`src/rtl/timed_tone_controller_macros.svh`:
```
// ----------------------------------------------------------------------------
// timed_tone_controller assertion macros
// Shared property wrappers, clocked on clk and disabled in reset.
// ----------------------------------------------------------------------------
`ifndef TIMED_TONE_CONTROLLER_MACROS_SVH
`define TIMED_TONE_CONTROLLER_MACROS_SVH

// same-cycle implication
`define TTC_ASSERT_NOW(lbl, ante, cons) \
    lbl: assert property (@(posedge clk) disable iff (!rst_n) (ante) |-> (cons)) \
        else $error("timed_tone_controller: same-cycle check failed");

// next-cycle implication
`define TTC_ASSERT_NEXT(lbl, ante, cons) \
    lbl: assert property (@(posedge clk) disable iff (!rst_n) (ante) |=> (cons)) \
        else $error("timed_tone_controller: next-cycle check failed");

`endif

```
`src/rtl/ttc_pkg.sv`:
```
// ----------------------------------------------------------------------------
// ttc_pkg
// Types and constants shared by the tone controller modules.
// ----------------------------------------------------------------------------
package ttc_pkg;

    localparam int BASE_W = 21;
    localparam int FREQ_W = 16;
    localparam int TIME_W = 32;
    localparam int ACT_W  = 2;
    localparam int DIV_W  = 16;
    localparam int CIDX_W = 2;
    // numerator base + f/2 needs one bit more than base
    localparam int NUM_W  = BASE_W + 1;

    localparam logic [ACT_W-1:0] ACT_START = 2'd0;
    localparam logic [ACT_W-1:0] ACT_STOP  = 2'd1;
    localparam logic [ACT_W-1:0] ACT_TICK  = 2'd2;

    localparam logic [CIDX_W-1:0] CFG_BASE_CLOCK = 2'd0;
    localparam logic [CIDX_W-1:0] CFG_MIN_FREQ   = 2'd1;
    localparam logic [CIDX_W-1:0] CFG_MAX_FREQ   = 2'd2;

    localparam logic [BASE_W-1:0] BASE_CLOCK_RST = 21'd1193182;
    localparam logic [FREQ_W-1:0] MIN_FREQ_RST   = 16'd20;
    localparam logic [FREQ_W-1:0] MAX_FREQ_RST   = 16'd20000;

    typedef struct packed {
        logic take;
        logic simple;
        logic div_start;
        logic commit;
    } ttc_cmd_t;

    typedef struct packed {
        logic start_ok;
        logic div_done;
    } ttc_sts_t;

endpackage

```
`src/rtl/timed_tone_controller.sv`:
```
// ----------------------------------------------------------------------------
// timed_tone_controller
// Tone generator control with range check, rounded divisor and deadline.
// ----------------------------------------------------------------------------
//  channel  signals                                  direction
//  in       in_valid in_stall action freq_hz dur_ms now_ms   request in
//  out      out_valid out_stall status divisor_load divisor gate_on  result out
//  cfg      cfg_valid cfg_ready cfg_index cfg_data    register write in
//
//  Stop, tick, unused codes and rejected starts: result in the cycle after accept.
//  Accepted start: 22-step restoring divide in S_DIV, then the result on commit in S_COMMIT.
//  One request in flight; the next is taken as the result leaves.
//  Reset: configuration to defaults, tone state off, deadline and stored divisor zero.
//  in_stall rises while a start divides or commits, or a result is held by out_stall.
// ----------------------------------------------------------------------------
`include "timed_tone_controller_macros.svh"

module timed_tone_controller (
    input  logic                          clk,
    input  logic                          rst_n,
    input  logic                          in_valid,
    output logic                          in_stall,
    input  logic [ttc_pkg::ACT_W-1:0]     action,
    input  logic [ttc_pkg::FREQ_W-1:0]    freq_hz,
    input  logic [ttc_pkg::TIME_W-1:0]    dur_ms,
    input  logic [ttc_pkg::TIME_W-1:0]    now_ms,
    output logic                          out_valid,
    input  logic                          out_stall,
    output logic                          status,
    output logic                          divisor_load,
    output logic [ttc_pkg::DIV_W-1:0]     divisor,
    output logic                          gate_on,
    input  logic                          cfg_valid,
    output logic                          cfg_ready,
    input  logic [ttc_pkg::CIDX_W-1:0]    cfg_index,
    input  logic [ttc_pkg::BASE_W-1:0]    cfg_data
);
    import ttc_pkg::*;

    ttc_cmd_t cmd;
    ttc_sts_t sts;

    assign cfg_ready = 1'b1;

    ttc_ctrl u_ctrl (
        .clk       (clk),
        .rst_n     (rst_n),
        .in_valid  (in_valid),
        .in_stall  (in_stall),
        .out_valid (out_valid),
        .out_stall (out_stall),
        .sts       (sts),
        .cmd       (cmd)
    );

    ttc_datapath u_dp (
        .clk          (clk),
        .rst_n        (rst_n),
        .cmd          (cmd),
        .sts          (sts),
        .cfg_we       (cfg_valid && cfg_ready),
        .cfg_index    (cfg_index),
        .cfg_data     (cfg_data),
        .action       (action),
        .freq_hz      (freq_hz),
        .dur_ms       (dur_ms),
        .now_ms       (now_ms),
        .status       (status),
        .divisor_load (divisor_load),
        .divisor      (divisor),
        .gate_on      (gate_on)
    );

    `TTC_ASSERT_NEXT(a_start_blocks, cmd.div_start, in_stall && !out_valid)
    `TTC_ASSERT_NOW(a_load_gates_on, out_valid && divisor_load, gate_on && !status)
    `TTC_ASSERT_NOW(a_one_result_src, cmd.simple || cmd.commit, !(cmd.simple && cmd.commit))
    `TTC_ASSERT_NEXT(a_commit_result, cmd.commit, out_valid && divisor_load)

endmodule

```
`src/rtl/ttc_divider.sv`:
```
// ----------------------------------------------------------------------------
// ttc_divider
// Restoring unsigned divider, one quotient bit per cycle.
// ----------------------------------------------------------------------------
module ttc_divider #(
    parameter int NUM_W = ttc_pkg::NUM_W,
    parameter int DEN_W = ttc_pkg::FREQ_W
) (
    input  logic             clk,
    input  logic             rst_n,
    input  logic             start,
    input  logic [NUM_W-1:0] num,
    input  logic [DEN_W-1:0] den,
    output logic             done,
    output logic [NUM_W-1:0] quo
);
    localparam int CNT_W = (NUM_W > 1) ? $clog2(NUM_W) : 1;
    localparam logic [CNT_W-1:0] LAST = CNT_W'(NUM_W - 1);

    logic [NUM_W-1:0] quo_reg, quo_next;
    logic [DEN_W-1:0] rem_reg, rem_next;
    logic [DEN_W-1:0] den_reg;
    logic [CNT_W-1:0] cnt_reg, cnt_next;
    logic             busy_reg, busy_next;
    logic             done_reg, done_next;
    logic [DEN_W:0]   trial;
    logic [DEN_W:0]   diff;
    logic             ge;

    assign trial = {rem_reg, quo_reg[NUM_W-1]};
    assign diff  = trial - {1'b0, den_reg};
    assign ge    = (trial >= {1'b0, den_reg});

    always_comb
    begin
        quo_next  = quo_reg;
        rem_next  = rem_reg;
        cnt_next  = cnt_reg;
        busy_next = busy_reg;
        done_next = 1'b0;
        if (start)
        begin
            quo_next  = num;
            rem_next  = '0;
            cnt_next  = '0;
            busy_next = 1'b1;
        end
        else if (busy_reg)
        begin
            quo_next = {quo_reg[NUM_W-2:0], ge};
            rem_next = ge ? diff[DEN_W-1:0] : trial[DEN_W-1:0];
            cnt_next = cnt_reg + 1'b1;
            if (cnt_reg == LAST)
            begin
                busy_next = 1'b0;
                done_next = 1'b1;
            end
        end
    end

    always_ff @(posedge clk or negedge rst_n)
    begin
        if (!rst_n)
        begin
            busy_reg <= 1'b0;
            done_reg <= 1'b0;
            cnt_reg  <= '0;
        end
        else
        begin
            busy_reg <= busy_next;
            done_reg <= done_next;
            cnt_reg  <= cnt_next;
        end
    end

    always_ff @(posedge clk)
    begin
        quo_reg <= quo_next;
        rem_reg <= rem_next;
        if (start)
        begin
            den_reg <= den;
        end
    end

    assign done = done_reg;
    assign quo  = quo_reg;

endmodule

```
`src/rtl/ttc_datapath.sv`:
```
// ----------------------------------------------------------------------------
// ttc_datapath
// Configuration, tone state, deadline compare, divisor unit and result regs.
// ----------------------------------------------------------------------------
module ttc_datapath (
    input  logic                          clk,
    input  logic                          rst_n,
    input  ttc_pkg::ttc_cmd_t             cmd,
    output ttc_pkg::ttc_sts_t             sts,
    input  logic                          cfg_we,
    input  logic [ttc_pkg::CIDX_W-1:0]    cfg_index,
    input  logic [ttc_pkg::BASE_W-1:0]    cfg_data,
    input  logic [ttc_pkg::ACT_W-1:0]     action,
    input  logic [ttc_pkg::FREQ_W-1:0]    freq_hz,
    input  logic [ttc_pkg::TIME_W-1:0]    dur_ms,
    input  logic [ttc_pkg::TIME_W-1:0]    now_ms,
    output logic                          status,
    output logic                          divisor_load,
    output logic [ttc_pkg::DIV_W-1:0]     divisor,
    output logic                          gate_on
);
    import ttc_pkg::*;

    logic [BASE_W-1:0] base_clock_reg;
    logic [FREQ_W-1:0] min_freq_reg;
    logic [FREQ_W-1:0] max_freq_reg;

    logic              playing_reg, playing_next;
    logic              timed_reg, timed_next;
    logic [TIME_W-1:0] deadline_reg, deadline_next;
    logic [DIV_W-1:0]  cur_div_reg, cur_div_next;

    logic [FREQ_W-1:0] freq_q_reg;
    logic [TIME_W-1:0] dur_q_reg;
    logic [TIME_W-1:0] now_q_reg;

    logic              status_reg, status_next;
    logic              load_reg, load_next;
    logic [DIV_W-1:0]  div_out_reg, div_out_next;
    logic              gate_reg, gate_next;

    logic [NUM_W-1:0]  num;
    logic [NUM_W-1:0]  quo;
    logic              div_done;
    logic [TIME_W-1:0] tick_diff;
    logic              in_range;

    assign in_range     = (freq_hz >= min_freq_reg) && (freq_hz <= max_freq_reg);
    assign sts.start_ok = (action == ACT_START) && in_range;
    assign sts.div_done = div_done;

    assign num = {1'b0, base_clock_reg} + NUM_W'(freq_hz[FREQ_W-1:1]);

    ttc_divider #(
        .NUM_W (NUM_W),
        .DEN_W (FREQ_W)
    ) u_div (
        .clk   (clk),
        .rst_n (rst_n),
        .start (cmd.div_start),
        .num   (num),
        .den   (freq_hz),
        .done  (div_done),
        .quo   (quo)
    );

    assign tick_diff = now_ms - deadline_reg;

    always_comb
    begin
        playing_next  = playing_reg;
        timed_next    = timed_reg;
        deadline_next = deadline_reg;
        cur_div_next  = cur_div_reg;
        status_next   = status_reg;
        load_next     = load_reg;
        div_out_next  = div_out_reg;
        gate_next     = gate_reg;
        if (cmd.simple)
        begin
            case (action)
                ACT_STOP:
                begin
                    playing_next = 1'b0;
                    timed_next   = 1'b0;
                end
                ACT_TICK:
                begin
                    if (playing_reg && timed_reg && !tick_diff[TIME_W-1])
                    begin
                        playing_next = 1'b0;
                        timed_next   = 1'b0;
                    end
                end
                default:
                begin
                end
            endcase
            // a start that reaches here was rejected
            status_next  = (action == ACT_START);
            load_next    = 1'b0;
            div_out_next = cur_div_reg;
            gate_next    = playing_next;
        end
        else if (cmd.commit)
        begin
            cur_div_next  = (freq_q_reg == '0) ? '0 : quo[DIV_W-1:0];
            timed_next    = (dur_q_reg != '0);
            deadline_next = now_q_reg + dur_q_reg;
            playing_next  = 1'b1;
            status_next   = 1'b0;
            load_next     = 1'b1;
            div_out_next  = cur_div_next;
            gate_next     = 1'b1;
        end
    end

    always_ff @(posedge clk or negedge rst_n)
    begin
        if (!rst_n)
        begin
            base_clock_reg <= BASE_CLOCK_RST;
            min_freq_reg   <= MIN_FREQ_RST;
            max_freq_reg   <= MAX_FREQ_RST;
            playing_reg    <= 1'b0;
            timed_reg      <= 1'b0;
            deadline_reg   <= '0;
            cur_div_reg    <= '0;
        end
        else
        begin
            if (cfg_we)
            begin
                case (cfg_index)
                    CFG_BASE_CLOCK: base_clock_reg <= cfg_data;
                    CFG_MIN_FREQ:   min_freq_reg   <= cfg_data[FREQ_W-1:0];
                    CFG_MAX_FREQ:   max_freq_reg   <= cfg_data[FREQ_W-1:0];
                    default:
                    begin
                    end
                endcase
            end
            playing_reg  <= playing_next;
            timed_reg    <= timed_next;
            deadline_reg <= deadline_next;
            cur_div_reg  <= cur_div_next;
        end
    end

    always_ff @(posedge clk)
    begin
        if (cmd.div_start)
        begin
            freq_q_reg <= freq_hz;
            dur_q_reg  <= dur_ms;
            now_q_reg  <= now_ms;
        end
        status_reg  <= status_next;
        load_reg    <= load_next;
        div_out_reg <= div_out_next;
        gate_reg    <= gate_next;
    end

    assign status       = status_reg;
    assign divisor_load = load_reg;
    assign divisor      = div_out_reg;
    assign gate_on      = gate_reg;

endmodule

```
`src/rtl/ttc_ctrl.sv`:
```
// ----------------------------------------------------------------------------
// ttc_ctrl
// Request sequencer: accept, divide, commit, and the result valid flag.
// ----------------------------------------------------------------------------
module ttc_ctrl (
    input  logic              clk,
    input  logic              rst_n,
    input  logic              in_valid,
    output logic              in_stall,
    output logic              out_valid,
    input  logic              out_stall,
    input  ttc_pkg::ttc_sts_t sts,
    output ttc_pkg::ttc_cmd_t cmd
);
    import ttc_pkg::*;

    typedef enum logic [2:0] {
        S_IDLE   = 3'b001,
        S_DIV    = 3'b010,
        S_COMMIT = 3'b100
    } state_t;

    state_t state_reg, state_next;
    logic   out_valid_reg, out_valid_next;
    logic   out_free;

    assign out_free = !out_valid_reg || !out_stall;
    assign in_stall = !((state_reg == S_IDLE) && out_free);

    assign cmd.take      = in_valid && !in_stall;
    assign cmd.simple    = cmd.take && !sts.start_ok;
    assign cmd.div_start = cmd.take && sts.start_ok;
    assign cmd.commit    = (state_reg == S_COMMIT) && out_free;

    always_comb
    begin
        state_next = state_reg;
        case (state_reg)
            S_IDLE:
            begin
                if (cmd.div_start)
                begin
                    state_next = S_DIV;
                end
            end
            S_DIV:
            begin
                if (sts.div_done)
                begin
                    state_next = S_COMMIT;
                end
            end
            S_COMMIT:
            begin
                if (cmd.commit)
                begin
                    state_next = S_IDLE;
                end
            end
            default:
            begin
                state_next = S_IDLE;
            end
        endcase
    end

    always_comb
    begin
        if (cmd.simple || cmd.commit)
        begin
            out_valid_next = 1'b1;
        end
        else if (!out_stall)
        begin
            out_valid_next = 1'b0;
        end
        else
        begin
            out_valid_next = out_valid_reg;
        end
    end

    always_ff @(posedge clk or negedge rst_n)
    begin
        if (!rst_n)
        begin
            state_reg     <= S_IDLE;
            out_valid_reg <= 1'b0;
        end
        else
        begin
            state_reg     <= state_next;
            out_valid_reg <= out_valid_next;
        end
    end

    assign out_valid = out_valid_reg;

endmodule
```
`config.mk`:
```
export PLATFORM = sky130hd
export DESIGN_NAME = timed_tone_controller
export DESIGN_NICKNAME = d
export VERILOG_FILES = /design/src/rtl/ttc_pkg.sv /design/src/rtl/timed_tone_controller.sv /design/src/rtl/ttc_divider.sv /design/src/rtl/ttc_datapath.sv /design/src/rtl/ttc_ctrl.sv
export VERILOG_INCLUDE_DIRS = /design/src /design/src/rtl
export SDC_FILE = /design/constraint.sdc
export NUM_CORES = 1
export LEC_CHECK = 0
export ABC_AREA = 1
export BUFFER_PORTS_ARGS = -buffer_cell sky130_fd_sc_hd__buf_2
export CAP_MARGIN = 10
export CORE_ASPECT_RATIO = 0.75
export CORE_MARGIN = 4
export CORE_UTILIZATION = 60
export CTS_CLUSTER_DIAMETER = 50
export CTS_CLUSTER_SIZE = 8
export DETAILED_ROUTE_END_ITERATION = 16
export GPL_TIMING_DRIVEN = 0
export PLACE_DENSITY_LB_ADDON = 0.08
export SLEW_MARGIN = 10
export SYNTH_ARGS = -nofsm -noshare
export SYNTH_HDL_FRONTEND = slang
export SYNTH_SLANG_ARGS = --single-unit
```
`constraint.sdc`:
```
create_clock -name clk -period 3.7 [get_ports clk]
set_input_delay 0.37 -clock clk [delete_from_list [all_inputs] [get_ports clk]]
set_output_delay 0.37 -clock clk [all_outputs]
set_load 0.02 [all_outputs]
```
== Word-level counts from Yosys, hierarchy flattened ==
Cells that the tools add are included.
Cells by class
  reductions and logical operators: 28
  muxes and demuxes: 30
  magnitude comparators: 3
  eq/ne operators: 14
  bitwise logic cells: 1
  add/sub/neg operators: 5
Operators by type and width (number)
  16-bit 2-to-1 mux: 4
  22-bit 2-to-1 mux: 2
  32-bit adder: 1
  32-bit nonzero test: 1
  32-bit subtractor: 1
  21-bit by 15-bit adder with 22-bit output: 1
  17-bit by 16-bit greater-or-equal comparator with 1-bit output: 1
  16-bit greater-or-equal comparator: 1
  16-bit <= comparator: 1
  16-bit zero test: 1
  1-bit 2-to-1 mux: 16
  16-bit subtractor: 1
  5-bit 2-to-1 mux: 2
  1-bit logical AND: 9
  3-bit 2-to-1 mux: 3
  3-bit case mux with 3 select lines: 1
  2-bit by 1-bit != test with 1-bit output, second input constant: 4
  2-bit AND reduction: 4
  3-bit AND reduction: 2
  5-bit by 1-bit adder with 5-bit output, second input constant: 1
  5-bit equality test, second input constant: 1
  1-bit zero test: 5
  2-bit by 1-bit equality test with 1-bit output, second input constant: 2
  2-bit equality test, second input constant: 2
  10 further kinds: 14
Word-level totals
  output and inout bits: 22
  word-level logic and storage cells: 102
  register bits after elaboration: 251
  input port bits: 110

== Depth between registers and ports, before layout ==
Gate-level depths: netlist of the first run.
  depth after elaboration: 7
  mapped depth: 18

== By module ==
From an unflattened synthesis of the first run, not the netlist that was laid out.
Unflattened totals
  cells, all modules: 1745
  area, all modules: 15332.2 µm²
Modules (own cells, without submodules)
  ttc_datapath: instances 1, cells each 1246, sequential area each 5562.8 µm², area an instance 11488.5 µm²
  ttc_divider: instances 1, cells each 461, sequential area each 1636.6 µm², area an instance 3582.2 µm²
  ttc_ctrl: instances 1, cells each 36, sequential area each 101.3 µm², area an instance 250.2 µm²
  timed_tone_controller: instances 1, cells each 2, sequential area each 0.0 µm², area an instance 11.3 µm²

== Worst setup path after synthesis of the first run ==
No wires, ideal clock.
  path kind: reg2reg
  start point: reg u_dp.max_freq_reg[5]
  end point: reg u_dp.dur_q_reg[0] (enable)
  required time: 3.293 ns
  period minus slack after synthesis: 3.195 ns
  buffers on the path: 1
  arrival: 2.788 ns
  setup slack: 0.505 ns
  cell stages (with the launch flop): 13
  setup time: 0.407 ns
  cells stage by stage: dfstp_2 -> inv_1 -> ha_1 -> a21oi_1 -> nor2_1 -> nor3_1 -> nand2_1 -> nand2_1 -> nand2_1 -> nand2_1 -> nand4_2 -> inv_2 -> buf_2
Between the ends
  word-level cells in the longest chain between the ends: 4
Ends and longest elaborated chain
  start, declared: line ttc_datapath.sv:26  | logic [FREQ_W-1:0] max_freq_reg;
  start signal, assigned: line ttc_datapath.sv:137  | CFG_MAX_FREQ: max_freq_reg <= cfg_data[FREQ_W-1:0];
  16-bit <= comparator: line ttc_datapath.sv:48  | assign in_range = (freq_hz >= min_freq_reg) && (freq_hz <= max_freq_reg);
  1-bit logical AND: line ttc_datapath.sv:48
  1-bit logical AND: line ttc_datapath.sv:49  | assign sts.start_ok = (action == ACT_START) && in_range;
  1-bit logical AND: line ttc_ctrl.sv:32  | assign cmd.div_start = cmd.take && sts.start_ok;
  end signal, assigned: line ttc_datapath.sv:155  | dur_q_reg <= dur_ms;
  end, declared: line ttc_datapath.sv:34  | logic [TIME_W-1:0] dur_q_reg;
No other way between the ends.
A chain may end at the register's enable or synchronous reset.

== Worst setup path in the final report of the first run ==
  start point: reg u_dp.max_freq_reg[5]
  end point: reg u_dp.now_q_reg[31] (enable)
Between the ends
  word-level cells in the longest chain between the ends: 4
Ends and longest elaborated chain
  16-bit <= comparator: line ttc_datapath.sv:48
  1-bit logical AND: line ttc_datapath.sv:48
  1-bit logical AND: line ttc_datapath.sv:49
  1-bit logical AND: line ttc_ctrl.sv:32
  end signal, assigned: line ttc_datapath.sv:156  | now_q_reg <= now_ms;
  end, declared: line ttc_datapath.sv:35  | logic [TIME_W-1:0] now_q_reg;
No other way between the ends.

==> flow_metrics.env, run 1 <==
export IMPL_pre_cts_ws_ns=0.392
export IMPL_fin_skew_ns=0.0152
export IMPL_row_count=48
export IMPL_whs_path_depth=1
export IMPL_initial_core_util_pct=61.9
export IMPL_crit_path_cell_trace="inv_1, ha_1, a21oi_1, nor2_1, nor3_1, nand2_1, nand2_1, nand2_1, nand2_1, nand4_2, inv_2, buf_4, buf_16"
export IMPL_cts_root_buffer="clkbuf_16"
export IMPL_syn_nets=1909
export IMPL_min_to="u_dp.dur_q_reg[26]"
export IMPL_p_leak_nw=7.95
export IMPL_slowest_stage="dfstp_2"
export IMPL_routed_wl_um=38500
export IMPL_worst_slack_ns=0.422
export IMPL_tightest_slew_ns=1.03
export IMPL_power_switching_mw=3.48
export IMPL_clkTransAtPathRegs_ns=0.06
export IMPL_intPower_mw=6.78
export IMPL_htree_levels=2
export IMPL_avgSynthCellArea_um2=8.70
export IMPL_worstRegToRegCells=13
export IMPL_r2r_end="u_dp.now_q_reg[31]"
export IMPL_grt_max_degree=77
export IMPL_finalHoldViolCount=0
export IMPL_vias=12300
export IMPL_maxSlewViolCount=0
export IMPL_die_w_um=188
export IMPL_cts_buffers=37
export IMPL_synth_cells=1667
export IMPL_synth_edf_count=120
export IMPL_cts_tree="done"
export IMPL_first_pass_iters=5
export IMPL_yosysTopAreaCellShare_pct=24.8
export IMPL_die_area_um2=26800
export IMPL_regToRegStartpoint="u_dp.max_freq_reg[5]"
export IMPL_synthToLayoutAreaGrowth_pct=15.2
export IMPL_drive_gt1_share_pct=13.3
export IMPL_cts_sinks=251
export IMPL_slew_headroom_pct=31.5
export IMPL_synth_main_ff_cell="edfxtp_1"
export IMPL_yosys_warnings=0
export IMPL_status="completed"
export IMPL_numPortBuffers=130
export IMPL_final_cell_mix="nand2_1 (420), inv_1 (196), o21ai_0 (158)"
export IMPL_grt_ovfl_total=0
export IMPL_gp_congestion=0.955
export IMPL_hpwl_um=29200
export IMPL_p_seq_share_pct=38.2
export IMPL_detail_route_wl_per_cell_um=17.7
export IMPL_drt_iter0_markers=1198
export IMPL_critPathArrivalTime_ns=3.45
export IMPL_grt_use_met2_pct=39.3
export IMPL_yosys_register_bits=251
export IMPL_gr_usage_met3_pct=6.52
export IMPL_syn_area_um2=14500
export IMPL_pin_count=132
export IMPL_timing_final_crit_period_ns=3.28
export IMPL_stdcell_count=2168
export IMPL_diodes=0
export IMPL_track_usage_pct=28.8
export IMPL_setup_violations=0
export IMPL_fin_nets=2081
export IMPL_vdd_ir_drop_worst_mv=0.451
export IMPL_ctsResizeCount=0
export IMPL_rrSetupSlack_ns=0.42
export IMPL_path_common_cell="nand2_1"
export IMPL_critical_path_max_stage_delay_ns=0.53
export IMPL_met1_usage_pct=47.0
export IMPL_cap_violations=0
export IMPL_hold_class="primary input to register"
export IMPL_end_kind="register"
export IMPL_crit_type="register to register"
export IMPL_antenna_found_initial=2
export IMPL_grt_pass1_wl_um=61400
export IMPL_ys_async_sr_fraction_pct=45.4
export IMPL_die_y_um=143
export IMPL_swShare_pct=33.9
export IMPL_vias_per_cell=5.67
export IMPL_min_from="dur_ms[26]"
export IMPL_layout_commonest_cell="nand2_1"
export IMPL_p_comb_share_pct=30.8
export IMPL_dp_cells=2099
export IMPL_ys_seq_area_share_pct=47.0
export IMPL_clock_path_buffers=3
export IMPL_synth_cell_types=53
export IMPL_cts_setup_buffers=0
export IMPL_grt_pass1_vias=11500
export IMPL_fmax_mhz=305
export IMPL_crit_required_ns=3.87
export IMPL_clock_latency_ns=0.52
export IMPL_p_total_mw=10.3
export IMPL_synth_top_area_cell="edfxtp_1"
export IMPL_rsz0062_at_grt="false"
export IMPL_coreArea_um2=23400
export IMPL_route_detailed_drc=0
export IMPL_grt_busiest_layer="met1"
export IMPL_start_kind="register"
export IMPL_pwr_share_clk_pct=31.0
export IMPL_fin_crit_sh_pct=88.6
export IMPL_worstPathMaxFanout=64
export IMPL_synth_area_leaders="edfxtp_1 (25%), dfrtp_1 (16%), ha_1 (11%)"
export IMPL_p_per_area_nw_per_um2=614
export IMPL_drt_antenna_violating_nets=0
area by class of cell:
type,instances,area [um^2]
clock buffers,67,1090
inverters,205,769
fillers,1847,6710
multi-input cells,1173,6730
well taps,300,375
plain buffers,38,193
clock inverters,1,8.76
flip-flops and latches,251,6820
repair buffers,133,722
worst max path at each step:
stage | cells after the start | startpoint | end | slack, ns
2_1_floorplan | 12 | u_dp.max_freq_reg[5] | u_dp.dur_q_reg[0] | 0.50
3_3_place_gp | 11 | freq_hz[15] | u_dp.now_q_reg[31] | -0.50
3_5_place_dp | 12 | freq_hz[15] | u_dp.dur_q_reg[31] | 0.39
4_1_cts | 13 | u_dp.max_freq_reg[5] | u_dp.dur_q_reg[30] | 0.47
5_1_grt | 13 | u_dp.max_freq_reg[5] | u_dp.now_q_reg[11] | 0.17
6_report | 13 | u_dp.max_freq_reg[5] | u_dp.now_q_reg[31] | 0.42
stage by stage:
stage	setup TNS (ns)	hold slack (ns)	utilization (%)	cell area [um^2]
CTS	0	0.0117	71.3	16700
finish	0	0.0327	71.3	16700
global route	0	0.0127	71.3	16700
global placement	-41.31	0.451	66.3	15500
detailed placement	0	0.314	66.6	15600
floorplan	0	0.0744	-	14500
what timing repair did:
| item | CTS | global route |
|---|---|---|
| hold endpoints to repair | 37 | 0 |
| hold buffers | 1 | 0 |
| endpoints found under the setup margin | 0 | 0 |
per-layer routing:
metal	share of wire (%)	wire, um	vias to the layer above
li1	-	-	5970
met1	50	19300	5785
met2	39	15100	493
met3	9.3	3570	44
met4	1.4	521	0
met5	0	0	-
synth_stat cells (all sizes together) (3+ instances only):
cell type and instances:
dfstp 19, dfrtp 95, xnor2 25, a31oi 5, a21oi 122, edfxtp 120, o21ai 189, o21bai 3
xor2 21, nand3b 9, dfxtp 17, ha 129, clkbuf 28, nand4 22, nor3 19, inv 205
nor2 87, nand3 58, or2 8, o211ai 9, a21boi 5, fa 3, buf 10, a21o 6
nand2 425, nor4 17
cells by family (layout without fill, tap and decap cells):
| kind of cell | after synthesis | in the layout | synth area share, % |
|---|---|---|---|
| buf+inv | 243 | 444 | 6.61 |
| simple gates | 647 | 647 | 18.9 |
| mux | 2 | 2 | 0.155 |
| other cells | 1 | 1 | 0.0258 |
| xor+xnor | 46 | 46 | 2.78 |
| compound gates | 345 | 345 | 13.0 |
| flops | 251 | 251 | 47.0 |
| fa+ha+maj | 132 | 132 | 11.5 |
critical path: cells and delay by family, from the launching register on:
kind	cells	cell delay, ns
and+or+nand+nor	7	0.77
DFF	1	0.53
buffers and inverters	4	1.15
adders and majority gates	1	0.28
AOI/OAI and AO/OA	1	0.13
power by group through the flow:
| stage | sequential [mW] | clock (mW) | combinational (mW) |
|---|---|---|---|
| floorplan | 3.94 | 0 | 2.25 |
| global placement | 3.94 | 0 | 3.02 |
| detailed placement | 3.94 | 0 | 3.10 |
| CTS | 3.91 | 3.22 | 3.14 |
| global route | 3.98 | 3.37 | 3.57 |
| finish | 3.92 | 3.18 | 3.16 |
Power figures use the tool's default switching activity.
==> run 2: changes to the inputs <==
Settings changed: ABC_AREA 1 to unset.
==> run 2 against run 1 <==
Compared with the run above:
- combinational power down 17%
- first-iteration DRC count down 38%
- area after synthesis down 3.8%
- largest power group unchanged
==> flow_metrics.env, run 2 <==
export IMPL_p_per_area_nw_per_um2=587
export IMPL_cts_root_buffer="clkbuf_16"
export IMPL_postPlaceCellArea_um2=15000
export IMPL_first_pass_iters=5
export IMPL_crit_required_ns=3.96
export IMPL_synthToLayoutAreaGrowth_pct=15.6
export IMPL_fin_crit_sh_pct=95.2
export IMPL_hpwl_um=24200
export IMPL_htree_levels=2
export IMPL_route_detailed_drc=0
export IMPL_synthXorXnorAreaFrac_pct=3.76
export IMPL_final_cell_mix="buf_2 (132), ha_1 (129), edfxtp_1 (120)"
export IMPL_synth_compound_area_share_pct=13.2
export IMPL_maxSlewViolCount=0
export IMPL_fin_nets=1659
export IMPL_vias=10100
export IMPL_vias_per_cell=5.81
export IMPL_ys_seq_area_share_pct=48.8
export IMPL_p_total_mw=9.47
export IMPL_grt_pass1_wl_um=52800
export IMPL_hold_class="primary input to register"
export IMPL_synth_cell_types=68
export IMPL_synth_top_family_by_area="compound AO/OA/AOI/OAI gates"
export IMPL_syn_nets=1488
export IMPL_yosys_register_bits=251
export IMPL_slew_headroom_pct=45.1
export IMPL_synth_simple_area_share_pct=9.91
export IMPL_cts_buffers=37
export IMPL_gp_congestion=0.911
export IMPL_synth_top_area_cell="edfxtp_1"
export IMPL_setup_violations=0
export IMPL_layout_commonest_cell="buf_2"
export IMPL_critPathArrivalTime_ns=3.78
export IMPL_numPortBuffers=130
export IMPL_synth_main_ff_cell="edfxtp_1"
export IMPL_crit_type="register to register"
export IMPL_drt_iter0_markers=743
export IMPL_synth_commonest_cells="ha_1 (129), edfxtp_1 (120), inv_1 (102)"
export IMPL_dp_cells=1677
export IMPL_tightest_slew_ns=0.821
export IMPL_status="completed"
export IMPL_drt_antenna_violating_nets=0
export IMPL_final_util_pct=70.4
export IMPL_die_w_um=184
export IMPL_fmax_mhz=284
export IMPL_end_kind="register"
export IMPL_synthMuxAreaShare_pct=8.61
export IMPL_grt_max_degree=90
export IMPL_stdcell_count=1746
export IMPL_synthAdderAreaFrac_pct=12.0
export IMPL_die_y_um=140
export IMPL_worstPathMaxFanout=10
export IMPL_design_area_um2=16100
export IMPL_vdd_ir_drop_worst_mv=0.419
export IMPL_drive_gt1_share_pct=21.6
export IMPL_diodes=0
export IMPL_whs_ns=0.0220
export IMPL_avgSynthCellArea_um2=11.2
export IMPL_initial_core_util_pct=60.9
export IMPL_fin_skew_ns=0.0129
export IMPL_synth_area_leaders="edfxtp_1 (26%), dfrtp_1 (17%), ha_1 (12%)"
export IMPL_timing_final_crit_period_ns=3.52
export IMPL_pin_count=132
export IMPL_synth_most_common_cell="ha_1"
export IMPL_synth_edf_count=120
export IMPL_grt_ovfl_total=0
export IMPL_routed_wl_um=32900
export IMPL_yosys_warnings=0
export IMPL_clkTransAtPathRegs_ns=0.06
export IMPL_cts_tree="done"
export IMPL_cap_violations=0
export IMPL_clock_path_buffers=3
export IMPL_start_kind="register"
export IMPL_finalHoldViolCount=0
export IMPL_rsz0062_at_grt="true"
export IMPL_coreArea_um2=22900
export IMPL_antenna_found_initial=0
export IMPL_row_count=48
export IMPL_grt_pass1_vias=9899
export IMPL_clock_latency_ns=0.52
export IMPL_track_usage_pct=25.6
export IMPL_yosysTopAreaCellShare_pct=25.8
export IMPL_cts_sinks=251
export IMPL_syn_area_um2=14000
export IMPL_detail_route_wl_per_cell_um=18.9
export IMPL_synth_cells=1246
export IMPL_p_leak_nw=7.04
export IMPL_die_area_um2=25800
export IMPL_ys_async_sr_fraction_pct=45.4
## run 2: layout make-up
cell class                      count  area, um^2
Buffer                             32         158
Inverter                          102         383
Multi-Input combinational cell    861        6640
Tap cell                          300         375
Timing Repair Buffer              132         694
Sequential cell                   251        6820
Clock buffer                       63        1020
Fill cell                        1730        6800
Clock inverter                      5        50.0
## run 2: kinds of logic after synthesis
| group | Yosys count |
|---|---|
| other | 1 |
| AND/OR/NAND/NOR | 281 |
| buffers and inverters | 134 |
| adder cells (fa/ha/maj) | 132 |
| XOR/XNOR | 60 |
| AO/OA/AOI/OAI | 279 |
| multiplexers | 108 |
| flip-flops | 251 |
## run 2: worst max-delay path, cell delays in order (launching register included)
cell and delay, ns:
dfstp_2 0.53, inv_1 0.04, ha_1 0.28, nand4_1 0.19
nor3_1 0.09, a21boi_0 0.20, nor4_1 0.22, o21ai_0 0.16
o2bb2ai_1 0.19, o21bai_1 0.43, clkbuf_1 0.52, mux2_2 0.41
## run 2: through the flow
step | setup slack, ns | TNS [ns]
floorplan | 0.423 | 0
global placement | -0.387 | -28.06
detailed placement | -0.531 | -43.31
CTS | 0.0504 | 0
global route | -0.0140 | -0.0384
finish | 0.178 | 0
## run 2: final timing paths
check / slack (ns) / depth (start not counted) / endpoint / from
setup / recovery: 0.18 / 11 / u_dp.divisor[6] / u_dp.max_freq_reg[14]
hold / removal: 0.02 / 1 / u_dp.dur_q_reg[23] / dur_ms[23]
setup reg to reg: 0.18 / 11 / u_dp.divisor[6] / u_dp.max_freq_reg[14]
hold reg to reg: 0.45 / 2 / u_dp.divisor_load / u_dp.divisor_load
max in group asynchronous: 2.59 / 3 / u_ctrl.state_reg[0] / rst_n
min in group asynchronous: 0.38 / 2 / u_dp.cur_div_reg[5] / rst_n
## run 2: timing repair
item                                    4_1_cts  5_1_grt
hold buffers                                  1        0
endpoints found under the setup margin      107       87
buffers inserted                              0        0
hold endpoints to repair                     37        0
resized for setup                             6        4
pin swaps                                     0        0
## run 2: where the power goes
| group | total [mW] | switching (mW) | internal [mW] | leakage, nW |
|---|---|---|---|---|
| combinational | 2.62 | 1.46 | 1.16 | 3.86 |
| sequential | 3.72 | 0.259 | 3.46 | 2.67 |
| clock | 3.13 | 1.25 | 1.88 | 0.510 |
| total | 9.47 | 2.97 | 6.50 | 7.04 |
## run 2: per-layer routing
metal	routed length (um)	vias to the layer above	GRT usage, %
li1	-	4882	-
met1	16800	4894	41.9
met2	13100	314	34.8
met3	2400	47	5.27
met4	578	0	5.95
met5	0	-	0
